===== src/design/bmc_pkg.sv =====
// ----------------------------------------------------------------------------
// bmc_pkg: shared types and constants for the bus mouse card controller
// Request op codes, command codes, status/mode bit masks, window reset
// values and the structs passed between pipeline stages.
// ----------------------------------------------------------------------------
package bmc_pkg;

    // Request op codes
    localparam logic [2:0] OP_TICK  = 3'd0;
    localparam logic [2:0] OP_MODE  = 3'd1;
    localparam logic [2:0] OP_CLAMP = 3'd2;
    localparam logic [2:0] OP_CMD   = 3'd3;
    localparam logic [2:0] OP_RESET = 3'd4;

    // Command byte: bit 7 is don't-care
    localparam logic [7:0] CMD_MASK   = 8'h7F;
    localparam logic [7:0] CMD_SERVE  = 8'h01;
    localparam logic [7:0] CMD_READ   = 8'h02;
    localparam logic [7:0] CMD_CLEAR  = 8'h03;
    localparam logic [7:0] CMD_SETPOS = 8'h04;
    localparam logic [7:0] CMD_HOME   = 8'h05;
    localparam logic [7:0] CMD_INIT   = 8'h06;

    // Clamp axis select
    localparam logic [7:0] AXIS_X = 8'h00;
    localparam logic [7:0] AXIS_Y = 8'h01;

    // Mode / status bit masks
    localparam logic [7:0] M_ON    = 8'h01;
    localparam logic [7:0] M_MOVE  = 8'h02;
    localparam logic [7:0] M_BTN   = 8'h04;
    localparam logic [7:0] M_VBL   = 8'h08;
    localparam logic [7:0] M_MOVED = 8'h20;
    localparam logic [7:0] M_WAS   = 8'h40;
    localparam logic [7:0] M_DOWN  = 8'h80;

    // Clamp window after reset
    localparam logic signed [15:0] WIN_LO_RST = 16'sd0;
    localparam logic signed [15:0] WIN_HI_RST = 16'sd1023;

    typedef struct packed {
        logic signed [15:0] lo_x;
        logic signed [15:0] hi_x;
        logic signed [15:0] lo_y;
        logic signed [15:0] hi_y;
    } window_t;

    // One request as it travels down the pipeline, with the window in
    // effect when it was accepted
    typedef struct packed {
        logic [2:0]         op;
        logic [7:0]         value;
        logic               button;
        logic signed [15:0] new_x;
        logic signed [15:0] new_y;
        window_t            win;
    } item_t;

    // Stage enables for the scaler pipeline
    typedef struct packed {
        logic s2;
        logic s3;
        logic s4;
    } stage_en_t;

    typedef struct packed {
        logic [7:0]         status;
        logic [7:0]         mode;
        logic signed [15:0] pos_x;
        logic signed [15:0] pos_y;
        logic               irq;
        logic [3:0]         int_pending;
        logic               holes_written;
    } result_t;

endpackage


===== src/design/bmc_req_if.sv =====
// ----------------------------------------------------------------------------
// bmc_req_if: request channel of the bus mouse card controller
// Valid/ready handshake carrying one request per transfer.
// ----------------------------------------------------------------------------
interface bmc_req_if;
    logic               valid;
    logic               ready;
    logic [2:0]         op;
    logic [7:0]         value;
    logic [9:0]         host_x;
    logic [9:0]         host_y;
    logic               button;
    logic signed [15:0] clamp_min;
    logic signed [15:0] clamp_max;
    logic signed [15:0] new_x;
    logic signed [15:0] new_y;

    modport source (
        output valid, op, value, host_x, host_y, button,
               clamp_min, clamp_max, new_x, new_y,
        input  ready
    );

    modport sink (
        input  valid, op, value, host_x, host_y, button,
               clamp_min, clamp_max, new_x, new_y,
        output ready
    );
endinterface


===== src/design/bmc_rsp_if.sv =====
// ----------------------------------------------------------------------------
// bmc_rsp_if: result channel of the bus mouse card controller
// Valid/ready handshake carrying one result per transfer.
// ----------------------------------------------------------------------------
interface bmc_rsp_if;
    logic               valid;
    logic               ready;
    logic [7:0]         status;
    logic [7:0]         mode;
    logic signed [15:0] pos_x;
    logic signed [15:0] pos_y;
    logic               irq;
    logic [3:0]         int_pending;
    logic               holes_written;

    modport source (
        output valid, status, mode, pos_x, pos_y, irq, int_pending, holes_written,
        input  ready
    );

    modport sink (
        input  valid, status, mode, pos_x, pos_y, irq, int_pending, holes_written,
        output ready
    );
endinterface


===== src/design/bmc_scale.sv =====
// ----------------------------------------------------------------------------
// bmc_scale: host pointer to clamp window scaler
// Three-stage pipeline: span times pointer, reciprocal multiply for the
// divide by the screen size, remainder correction, then window clamp.
// ----------------------------------------------------------------------------
module bmc_scale
    import bmc_pkg::*;
#(
    parameter int unsigned SCREEN = 560
)
(
    input  logic               clk,
    input  stage_en_t          en,
    input  logic [9:0]         host,
    input  logic signed [15:0] lo,
    input  logic signed [15:0] hi,
    output logic signed [15:0] scaled
);

    // Product span*h stays below 2^27, so a 27-bit shift keeps the
    // reciprocal quotient within one of the true quotient
    localparam int unsigned    KSH   = 27;
    localparam logic [27:0]    RECIP = 28'((64'd1 << KSH) / SCREEN);
    localparam logic [9:0]     DIV   = 10'(SCREEN);

    logic signed [17:0] span_full;
    logic               inv;
    logic [9:0]         h;
    logic [54:0]        prod_recip;
    logic [26:0]        rem;
    logic [17:0]        q;
    logic signed [17:0] sum;

    logic [26:0]        p2_reg, p3_reg, p4_reg;
    logic [16:0]        span2_reg, span3_reg, span4_reg;
    logic               inv2_reg, inv3_reg, inv4_reg;
    logic signed [15:0] lo2_reg, lo3_reg, lo4_reg;
    logic signed [15:0] hi2_reg, hi3_reg, hi4_reg;
    logic [16:0]        q0_3_reg, q0_4_reg;
    logic [26:0]        qd4_reg;

    assign span_full = 18'(hi) - 18'(lo) + 18'sd1;
    // Empty or inverted window always lands on hi
    assign inv       = (span_full <= 18'sd0);
    assign h         = (host > DIV) ? DIV : host;

    always_ff @(posedge clk)
    begin
        if (en.s2)
        begin
            p2_reg    <= 27'(span_full[16:0]) * 27'(h);
            span2_reg <= span_full[16:0];
            inv2_reg  <= inv;
            lo2_reg   <= lo;
            hi2_reg   <= hi;
        end
    end

    assign prod_recip = 55'(p2_reg) * 55'(RECIP);

    always_ff @(posedge clk)
    begin
        if (en.s3)
        begin
            q0_3_reg  <= prod_recip[KSH+16:KSH];
            p3_reg    <= p2_reg;
            span3_reg <= span2_reg;
            inv3_reg  <= inv2_reg;
            lo3_reg   <= lo2_reg;
            hi3_reg   <= hi2_reg;
        end
    end

    always_ff @(posedge clk)
    begin
        if (en.s4)
        begin
            qd4_reg   <= 27'(q0_3_reg) * 27'(DIV);
            q0_4_reg  <= q0_3_reg;
            p4_reg    <= p3_reg;
            span4_reg <= span3_reg;
            inv4_reg  <= inv3_reg;
            lo4_reg   <= lo3_reg;
            hi4_reg   <= hi3_reg;
        end
    end

    // Bump the estimate when the remainder still holds a whole divisor
    assign rem = p4_reg - qd4_reg;
    assign q   = 18'(q0_4_reg) + ((rem >= 27'(DIV)) ? 18'd1 : 18'd0);
    assign sum = 18'(lo4_reg) + $signed({2'b00, q[15:0]});

    // Quotient reaching the span means lo+span = hi+1: clamp to hi
    assign scaled = (inv4_reg || (q >= 18'(span4_reg))) ? hi4_reg : sum[15:0];

endmodule


===== src/design/bmc_core.sv =====
// ----------------------------------------------------------------------------
// bmc_core: card state and result register
// Applies one request to mode, status, pending causes and position and
// holds the resulting state as the result payload.
// ----------------------------------------------------------------------------
module bmc_core
    import bmc_pkg::*;
(
    input  logic               clk,
    input  logic               rst_n,
    input  logic               upd,
    input  item_t              item,
    input  logic signed [15:0] sx,
    input  logic signed [15:0] sy,
    output result_t            res
);

    logic [7:0]         mode_reg, mode_next;
    logic [7:0]         status_reg, status_next;
    logic [3:0]         pend_reg, pend_next;
    logic signed [15:0] cur_x_reg, cur_x_next;
    logic signed [15:0] cur_y_reg, cur_y_next;
    logic               irq_reg, irq_next;
    logic               holes_reg, holes_next;

    logic signed [15:0] cx_cl, cy_cl;
    logic               moved;
    logic [7:0]         pend_tick;
    logic [7:0]         st_read;

    function automatic logic signed [15:0] clamp_win(
        input logic signed [15:0] v,
        input logic signed [15:0] lo,
        input logic signed [15:0] hi
    );
        logic signed [15:0] r;
        r = (v < lo) ? lo : v;
        r = (r > hi) ? hi : r;
        return r;
    endfunction

    assign cx_cl = clamp_win(cur_x_reg, item.win.lo_x, item.win.hi_x);
    assign cy_cl = clamp_win(cur_y_reg, item.win.lo_y, item.win.hi_y);
    assign moved = (cx_cl != sx) || (cy_cl != sy);

    always_comb
    begin
        mode_next   = mode_reg;
        status_next = status_reg;
        pend_next   = pend_reg;
        cur_x_next  = cur_x_reg;
        cur_y_next  = cur_y_reg;
        irq_next    = 1'b0;
        holes_next  = 1'b0;
        pend_tick   = '0;
        st_read     = status_reg & ~(M_MOVED | M_DOWN | M_WAS);
        if (moved)
        begin
            st_read = st_read | M_MOVED;
        end
        if ((status_reg & M_DOWN) != '0)
        begin
            st_read = st_read | M_WAS;
        end
        if (item.button)
        begin
            st_read = st_read | M_DOWN;
        end
        st_read = st_read & ~(M_MOVE | M_BTN | M_VBL);

        unique case (item.op)
            OP_TICK:
            begin
                // Raise causes only while none are pending
                if (pend_reg == '0)
                begin
                    if ((mode_reg & M_VBL) != '0)
                    begin
                        pend_tick = pend_tick | M_VBL;
                    end
                    if (((mode_reg & M_ON) != '0) && ((mode_reg & M_MOVE) != '0))
                    begin
                        cur_x_next = cx_cl;
                        cur_y_next = cy_cl;
                        if (moved)
                        begin
                            pend_tick = pend_tick | M_MOVE;
                        end
                    end
                    if (((mode_reg & M_ON) != '0) && ((mode_reg & M_BTN) != '0)
                        && item.button)
                    begin
                        pend_tick = pend_tick | M_BTN;
                    end
                    pend_next = pend_tick[3:0];
                    irq_next  = (pend_tick != '0);
                end
            end
            OP_MODE:
            begin
                mode_next = item.value;
                if ((item.value & M_ON) != '0)
                begin
                    status_next = status_reg | M_ON;
                end
                else
                begin
                    status_next = status_reg & ~M_ON;
                end
            end
            OP_CLAMP:
            begin
                // Window lives at the pipeline entry
            end
            OP_CMD:
            begin
                holes_next = 1'b1;
                unique case (item.value & CMD_MASK)
                    CMD_SERVE:
                    begin
                        status_next = status_reg | {4'b0000, pend_reg};
                        pend_next   = '0;
                    end
                    CMD_READ:
                    begin
                        status_next = st_read;
                        cur_x_next  = sx;
                        cur_y_next  = sy;
                    end
                    CMD_CLEAR:
                    begin
                        status_next = status_reg & ~(M_MOVE | M_BTN | M_VBL
                                                     | M_MOVED | M_DOWN | M_WAS);
                    end
                    CMD_SETPOS:
                    begin
                        cur_x_next = clamp_win(item.new_x, item.win.lo_x, item.win.hi_x);
                        cur_y_next = clamp_win(item.new_y, item.win.lo_y, item.win.hi_y);
                    end
                    CMD_HOME:
                    begin
                        cur_x_next = item.win.lo_x;
                        cur_y_next = item.win.lo_y;
                    end
                    CMD_INIT:
                    begin
                        mode_next   = '0;
                        status_next = '0;
                        pend_next   = '0;
                        cur_x_next  = '0;
                        cur_y_next  = '0;
                    end
                    default:
                    begin
                        holes_next = 1'b0;
                    end
                endcase
            end
            OP_RESET:
            begin
                mode_next   = '0;
                status_next = '0;
                pend_next   = '0;
                cur_x_next  = '0;
                cur_y_next  = '0;
            end
            default:
            begin
            end
        endcase
    end

    always_ff @(posedge clk or negedge rst_n)
    begin
        if (!rst_n)
        begin
            mode_reg   <= '0;
            status_reg <= '0;
            pend_reg   <= '0;
            cur_x_reg  <= '0;
            cur_y_reg  <= '0;
            irq_reg    <= 1'b0;
            holes_reg  <= 1'b0;
        end
        else if (upd)
        begin
            mode_reg   <= mode_next;
            status_reg <= status_next;
            pend_reg   <= pend_next;
            cur_x_reg  <= cur_x_next;
            cur_y_reg  <= cur_y_next;
            irq_reg    <= irq_next;
            holes_reg  <= holes_next;
        end
    end

    assign res.status        = status_reg;
    assign res.mode          = mode_reg;
    assign res.pos_x         = cur_x_reg;
    assign res.pos_y         = cur_y_reg;
    assign res.irq           = irq_reg;
    assign res.int_pending   = pend_reg;
    assign res.holes_written = holes_reg;

endmodule


===== src/design/bus_mouse_card_controller.sv =====
// ----------------------------------------------------------------------------
// bus_mouse_card_controller: mouse interface card controller
// Takes tick, mode, clamp, command and reset requests, scales the host
// pointer into per-axis clamp windows and reports the card state.
// ----------------------------------------------------------------------------
//
//   channel | dir | handshake     | payload
//   --------+-----+---------------+------------------------------------------
//   req     | in  | valid / ready | op value host_x host_y button clamp_min
//           |     |               | clamp_max new_x new_y
//   rsp     | out | valid / ready | status mode pos_x pos_y irq int_pending
//           |     |               | holes_written
//
// One result per request. Five stages: input register, three scaler stages
// (span multiply, reciprocal multiply, remainder correction) and the result
// register; it takes one request per cycle unless the result channel stalls.
// Reset (rst_n low) clears all stage valids, the card state and the clamp
// window to 0..1023 at once; no clearing pass.
// Each stage holds only while its successor is full and stalled, so a
// waiting result still lets the earlier stages fill.
//
module bus_mouse_card_controller
    import bmc_pkg::*;
#(
    parameter int unsigned SCREEN_WIDTH  = 560,
    parameter int unsigned SCREEN_HEIGHT = 384
)
(
    input  logic      clk,
    input  logic      rst_n,
    bmc_req_if.sink   req,
    bmc_rsp_if.source rsp
);

    // Stage valids and enables
    logic v1_reg, v2_reg, v3_reg, v4_reg, v5_reg;
    logic en1, en2, en3, en4, en5;
    logic accept;
    stage_en_t scale_en;

    // Clamp window at the entry; window writes take effect in request order
    window_t win_reg, win_next;

    item_t      item1_reg, item2_reg, item3_reg, item4_reg;
    logic [9:0] hx1_reg, hy1_reg;

    logic signed [15:0] sx, sy;
    result_t            res;

    assign en5    = !v5_reg || rsp.ready;
    assign en4    = !v4_reg || en5;
    assign en3    = !v3_reg || en4;
    assign en2    = !v2_reg || en3;
    assign en1    = !v1_reg || en2;
    assign accept = req.valid && en1;

    assign req.ready = en1;

    assign scale_en.s2 = en2;
    assign scale_en.s3 = en3;
    assign scale_en.s4 = en4;

    // Window update for the accepted request: clamp write per axis, reset
    // and init command restore defaults
    always_comb
    begin
        win_next = win_reg;
        unique case (req.op)
            OP_CLAMP:
            begin
                if (req.value == AXIS_X)
                begin
                    win_next.lo_x = req.clamp_min;
                    win_next.hi_x = req.clamp_max;
                end
                else if (req.value == AXIS_Y)
                begin
                    win_next.lo_y = req.clamp_min;
                    win_next.hi_y = req.clamp_max;
                end
            end
            OP_CMD:
            begin
                if ((req.value & CMD_MASK) == CMD_INIT)
                begin
                    win_next.lo_x = WIN_LO_RST;
                    win_next.hi_x = WIN_HI_RST;
                    win_next.lo_y = WIN_LO_RST;
                    win_next.hi_y = WIN_HI_RST;
                end
            end
            OP_RESET:
            begin
                win_next.lo_x = WIN_LO_RST;
                win_next.hi_x = WIN_HI_RST;
                win_next.lo_y = WIN_LO_RST;
                win_next.hi_y = WIN_HI_RST;
            end
            default:
            begin
            end
        endcase
    end

    always_ff @(posedge clk or negedge rst_n)
    begin
        if (!rst_n)
        begin
            win_reg.lo_x <= WIN_LO_RST;
            win_reg.hi_x <= WIN_HI_RST;
            win_reg.lo_y <= WIN_LO_RST;
            win_reg.hi_y <= WIN_HI_RST;
        end
        else if (accept)
        begin
            win_reg <= win_next;
        end
    end

    // Advance stage valids
    always_ff @(posedge clk or negedge rst_n)
    begin
        if (!rst_n)
        begin
            v1_reg <= 1'b0;
            v2_reg <= 1'b0;
            v3_reg <= 1'b0;
            v4_reg <= 1'b0;
            v5_reg <= 1'b0;
        end
        else
        begin
            if (en1)
            begin
                v1_reg <= req.valid;
            end
            if (en2)
            begin
                v2_reg <= v1_reg;
            end
            if (en3)
            begin
                v3_reg <= v2_reg;
            end
            if (en4)
            begin
                v4_reg <= v3_reg;
            end
            if (en5)
            begin
                v5_reg <= v4_reg;
            end
        end
    end

    // Request payload down the pipe; each request carries the window in
    // effect before its own update
    always_ff @(posedge clk)
    begin
        if (en1)
        begin
            item1_reg.op     <= req.op;
            item1_reg.value  <= req.value;
            item1_reg.button <= req.button;
            item1_reg.new_x  <= req.new_x;
            item1_reg.new_y  <= req.new_y;
            item1_reg.win    <= win_reg;
            hx1_reg          <= req.host_x;
            hy1_reg          <= req.host_y;
        end
        if (en2)
        begin
            item2_reg <= item1_reg;
        end
        if (en3)
        begin
            item3_reg <= item2_reg;
        end
        if (en4)
        begin
            item4_reg <= item3_reg;
        end
    end

    bmc_scale #(
        .SCREEN (SCREEN_WIDTH)
    ) u_scale_x (
        .clk    (clk),
        .en     (scale_en),
        .host   (hx1_reg),
        .lo     (item1_reg.win.lo_x),
        .hi     (item1_reg.win.hi_x),
        .scaled (sx)
    );

    bmc_scale #(
        .SCREEN (SCREEN_HEIGHT)
    ) u_scale_y (
        .clk    (clk),
        .en     (scale_en),
        .host   (hy1_reg),
        .lo     (item1_reg.win.lo_y),
        .hi     (item1_reg.win.hi_y),
        .scaled (sy)
    );

    // State update and result register fire as a request leaves stage 4
    bmc_core u_core (
        .clk   (clk),
        .rst_n (rst_n),
        .upd   (v4_reg && en5),
        .item  (item4_reg),
        .sx    (sx),
        .sy    (sy),
        .res   (res)
    );

    assign rsp.valid         = v5_reg;
    assign rsp.status        = res.status;
    assign rsp.mode          = res.mode;
    assign rsp.pos_x         = res.pos_x;
    assign rsp.pos_y         = res.pos_y;
    assign rsp.irq           = res.irq;
    assign rsp.int_pending   = res.int_pending;
    assign rsp.holes_written = res.holes_written;

endmodule


===== src/flat_wrapper.sv =====
// flat-port wrapper written by rule: the top's interface ports become plain ports
module bus_mouse_card_controller_flat import bmc_pkg::*;
#(
    parameter int unsigned SCREEN_WIDTH  = 560,
    parameter int unsigned SCREEN_HEIGHT = 384
)
  (clk, rst_n, req_valid, req_op, req_value, req_host_x, req_host_y, req_button, req_clamp_min, req_clamp_max, req_new_x, req_new_y, req_ready, rsp_valid, rsp_status, rsp_mode, rsp_pos_x, rsp_pos_y, rsp_irq, rsp_int_pending, rsp_holes_written, rsp_ready);
  bmc_req_if req_i ();
  bmc_rsp_if rsp_i ();
  input  logic clk;
  input  logic rst_n;
  input wire logic [$bits(req_i.valid)-1:0] req_valid;
  input wire logic [$bits(req_i.op)-1:0] req_op;
  input wire logic [$bits(req_i.value)-1:0] req_value;
  input wire logic [$bits(req_i.host_x)-1:0] req_host_x;
  input wire logic [$bits(req_i.host_y)-1:0] req_host_y;
  input wire logic [$bits(req_i.button)-1:0] req_button;
  input wire logic [$bits(req_i.clamp_min)-1:0] req_clamp_min;
  input wire logic [$bits(req_i.clamp_max)-1:0] req_clamp_max;
  input wire logic [$bits(req_i.new_x)-1:0] req_new_x;
  input wire logic [$bits(req_i.new_y)-1:0] req_new_y;
  output wire logic [$bits(req_i.ready)-1:0] req_ready;
  output wire logic [$bits(rsp_i.valid)-1:0] rsp_valid;
  output wire logic [$bits(rsp_i.status)-1:0] rsp_status;
  output wire logic [$bits(rsp_i.mode)-1:0] rsp_mode;
  output wire logic [$bits(rsp_i.pos_x)-1:0] rsp_pos_x;
  output wire logic [$bits(rsp_i.pos_y)-1:0] rsp_pos_y;
  output wire logic [$bits(rsp_i.irq)-1:0] rsp_irq;
  output wire logic [$bits(rsp_i.int_pending)-1:0] rsp_int_pending;
  output wire logic [$bits(rsp_i.holes_written)-1:0] rsp_holes_written;
  input wire logic [$bits(rsp_i.ready)-1:0] rsp_ready;
  assign req_i.valid = req_valid;
  assign req_i.op = req_op;
  assign req_i.value = req_value;
  assign req_i.host_x = req_host_x;
  assign req_i.host_y = req_host_y;
  assign req_i.button = req_button;
  assign req_i.clamp_min = req_clamp_min;
  assign req_i.clamp_max = req_clamp_max;
  assign req_i.new_x = req_new_x;
  assign req_i.new_y = req_new_y;
  assign req_ready = req_i.ready;
  assign rsp_valid = rsp_i.valid;
  assign rsp_status = rsp_i.status;
  assign rsp_mode = rsp_i.mode;
  assign rsp_pos_x = rsp_i.pos_x;
  assign rsp_pos_y = rsp_i.pos_y;
  assign rsp_irq = rsp_i.irq;
  assign rsp_int_pending = rsp_i.int_pending;
  assign rsp_holes_written = rsp_i.holes_written;
  assign rsp_i.ready = rsp_ready;
  bus_mouse_card_controller #(.SCREEN_WIDTH(SCREEN_WIDTH), .SCREEN_HEIGHT(SCREEN_HEIGHT)) u_core (.clk(clk), .rst_n(rst_n), .req(req_i), .rsp(rsp_i));
endmodule

===== config.mk =====
export PLATFORM = sky130hd
export DESIGN_NAME = bus_mouse_card_controller_flat
export DESIGN_NICKNAME = d
export VERILOG_FILES = /design/src/design/bmc_pkg.sv /design/src/design/bmc_req_if.sv /design/src/design/bmc_rsp_if.sv /design/src/design/bmc_scale.sv /design/src/design/bmc_core.sv /design/src/design/bus_mouse_card_controller.sv /design/src/flat_wrapper.sv
export SDC_FILE = /design/constraint.sdc
export NUM_CORES = 2
export LEC_CHECK = 0
export BUFFER_PORTS_ARGS = -buffer_cell sky130_fd_sc_hd__buf_2
export CAP_MARGIN = 20
export CORE_MARGIN = 4
export CORE_UTILIZATION = 60
export CTS_CLUSTER_SIZE = 25
export DETAILED_ROUTE_END_ITERATION = 7
export PLACE_DENSITY = 0.77
export SETUP_SLACK_MARGIN = 0.1
export SLEW_MARGIN = 20
export SYNTH_ARGS = -nofsm -noshare
export SYNTH_HDL_FRONTEND = slang
export SYNTH_HIERARCHICAL = 1
export SYNTH_SLANG_ARGS = --single-unit

===== constraint.sdc =====
create_clock -name clk -period 12 [get_ports clk]
set_input_delay 1.8 -clock clk [delete_from_list [all_inputs] [get_ports clk]]
set_output_delay 1.8 -clock clk [all_outputs]
set_load 0.02 [all_outputs]

==> impl_metrics.csv <==
group,metric,value,unit
placed_design,port_buffers,153,
critical_path,max_stage_delay,0.57,ns
critical_path,crit_slowest_cell,"xor2_1",
drt,first_iter_violations,4481,
critical_path,critPathRequiredTime,12.49,ns
drt,drtAntennaViolNets,0,
yosys,yosysWarnings,6,
critical_path,worst_path_most_repeated_cell,"fa_1",
floorplanning,ios,156,
min_path,hold_path.class,"reg2reg",
yosys,synthCells,6177,
job,drv_cap,0,
min_path,hold_start,"u_core/u_scale_y/span2_reg[5]",
yosys,syn_avg_cell_area,12.21,um^2
clocking,numCtsBuffers,109,
yosys,synthTopCellsByArea,"edfxtp_1 40%, fa_1 15%, ha_1 14%",
sta,fmax,120.6,MHz
critical_path,path_class,"reg2reg",
sta,fin_tns_setup,0,ns
sta,finalCritPeriodShare,69.10,%
grt,grt.overflow.total,0,
clocking,path_clk_slew,0.07,ns
yosys,ys_seq_elements,1121,
yosys,synth_ff_type,"edfxtp_1",
sta,slew_headroom,25.70,%
clocking,htreeDepth,3,
drt,wl_met3,14.20,mm
placed_design,hpwl,139.5,mm
grt,grt_first_pass_wirelength,281.6,mm
yosys,ys_types,106,
drt,drt_wl_total,180.0,mm
sta,slew_viol_final,0,
sta,setup_viol,0,
clocking,clock_latency,0.74,ns
grt,grt_max_degree,153,
layout,drive_gt1_share,9.528,%
floorplanning,die_area,131500,um^2
clocking,cts.path.max_buffers,3,
sta,finalWorstPathRequiredPeriod,8.292,ns
drt,vias_per_cell,5.862,
layout,area_growth_syn_to_layout,8.505,%
yosys,synth_enable_flop_cells,1000,
sta,finalHoldViolations,0,
clocking,cts-root-buf,"clkbuf_16",
yosys,synthMostInstantiatedCell,"edfxtp_1",
grt,antenna_found_initial,13,
critical_path,endpoint_kind,"register",
layout,fin_nets,7880,
floorplanning,rows,129,
clocking,cts_tree,"done",
critical_path,r2r_end,"u_core/u_scale_y/p2_reg[26]",
min_path,whs_path_depth,0,
yosys,synth_common_cells,"1000 x edfxtp_1, 991 x inv_1, 820 x ha_1",
grt,grt_pass1_vias,48980,
critical_path,startpoint_type,"register",
drt,routed-via-count,47640,
sta,finClkSkew,0.05105,ns
critical_path,cp.arrival,8.78,ns
drt,met2_length,85.15,mm
drt,firstDrtPassIters,8,
sta,worst_pin_slew,1.115,ns
floorplanning,start_util,60.70,%
yosys,syn-cell-area,75440,um^2
critical_path,crit_path_max_fanout,7,
drt,drc,0,
yosys,synthArstFlopShare,10.79,%
drt,top_layer_used,"met5",
yosys,synth_top_cell_area_share,39.80,%
critical_path,r2r-start,"u_core/item1_reg[17]",
layout,nFillCells,9070,
sta,rsz0062_at_grt,"false",
drt,wire_per_inst,22.16,um
floorplanning,dieHeight,362.6,um
critical_path,r2r_slack,3.71,ns
clocking,clock_sinks,1121,
yosys,seq_area_frac_synth,43.85,%
clocking,ctsHoldBuffers,0,
yosys,yosysTopAreaCell,"edfxtp_1",
drt,wirelength_met1,75.20,mm
floorplanning,die_w,362.6,um
grt,grt_usage,27.82,%
clocking,post_cts_buffers,0,
critical_path,reg2reg_depth,30,
min_path,min_to,"u_core/u_scale_y/span3_reg[5]",
placed_design,routabilityCongestion,0.9788,
outcome,outcome,"finished clean",
floorplanning,core,124300,um^2
clocking,post_cts_resized,0,
stage by stage:
step	util [%]	std cells	area, um^2	hold WS [ns]	setup slack [ns]
after floorplan	-	6193	75500	0.4003	1.434
after global placement	62.95	7916	78240	0.4002	3.797
after detailed placement	62.95	7916	78240	0.4045	3.783
after CTS	65.85	8122	81840	0.3762	3.741
after global routing	65.86	8123	81850	0.4027	3.025
final	65.86	8126	81860	0.3843	3.708
worst max path at each step:
stage                             endpoint  cells after the start                          from
4_1_cts          u_core/u_core/pend_reg[1]                     30  u_core/u_scale_y/q0_4_reg[0]
2_1_floorplan          u_core/item2_reg[0]                      3                     rsp_ready
5_1_grt          u_core/u_core/pend_reg[1]                     29  u_core/u_scale_x/q0_4_reg[0]
6_report       u_core/u_scale_y/p2_reg[26]                     30          u_core/item1_reg[17]
3_5_place_dp     u_core/u_core/pend_reg[1]                     30  u_core/u_scale_y/q0_4_reg[0]
3_3_place_gp     u_core/u_core/pend_reg[1]                     30  u_core/u_scale_y/q0_4_reg[0]
placed cells by master (no fill, tap or decap), drive strengths merged, types with 33 or more instances in the layout:
| master | Yosys | layout |
|---|---|---|
| inv | 997 | 1005 |
| edfxtp | 1000 | 1000 |
| ha | 820 | 820 |
| fa | 569 | 569 |
| nand2 | 357 | 357 |
| nor2 | 289 | 289 |
| a21oi | 259 | 259 |
| o21ai | 205 | 205 |
| buf | 31 | 203 |
| xnor2 | 158 | 158 |
| clkbuf | 85 | 147 |
| mux2 | 129 | 129 |
| dfrtp | 101 | 101 |
| a21o | 99 | 99 |
| xor2 | 83 | 83 |
| and2 | 79 | 79 |
| nand3 | 68 | 68 |
| nor2b | 66 | 66 |
| nand2b | 65 | 65 |
| nand4 | 55 | 55 |
| nor3 | 53 | 53 |
| and3 | 48 | 48 |
| a211oi | 47 | 47 |
| clkinv | 1 | 41 |
| a31oi | 38 | 38 |
| o211ai | 35 | 35 |
| mux2i | 33 | 33 |
cell families (layout without fill, tap and decap cells):
kind of cell    count (synthesis)  in the layout  synth area share [%]
buf+inv                      1114           1407                 5.679
compound gates                960            960                 8.505
other cells                     3             22               0.01493
mux                           162            162                 2.679
fa+ha+maj                    1389           1389                 28.70
simple gates                 1187           1187                 7.774
flops                        1121           1121                 43.85
xor+xnor                      241            241                 2.798
metal layers:
layer  vias to the layer above  track usage (%)
met5                         -                0
met4                        20            8.020
met3                       356            5.440
met2                      1816            45.51
met1                     23510            38.27
li1                      21930                -
worst max-delay path: cells and delay by family, from the launching register on:
family | cells | cell delay, ns
buf+inv | 5 | 0.45
simple gates | 6 | 1.03
flops | 1 | 0.41
fa+ha+maj | 9 | 3.73
xor+xnor | 2 | 0.69
compound gates | 8 | 1.72
layout make-up:
type | instances | area, um^2 | area share [%]
Multi-Input combinational cell | 3958 | 38210 | 46.67
Sequential cell | 1121 | 33080 | 40.41
Inverter | 998 | 3756 | 4.589
Clock buffer | 147 | 2972 | 3.630
Tap cell | 1637 | 2048 | 2.502
Timing Repair Buffer | 203 | 1160 | 1.417
Clock inverter | 59 | 625.6 | 0.7643
Antenna cell | 3 | 7.507 | 0.009171
Power is left out: the tool's default activity adds up to more than one toggle a clock period on the data nets, which glitch-free logic cannot reach.
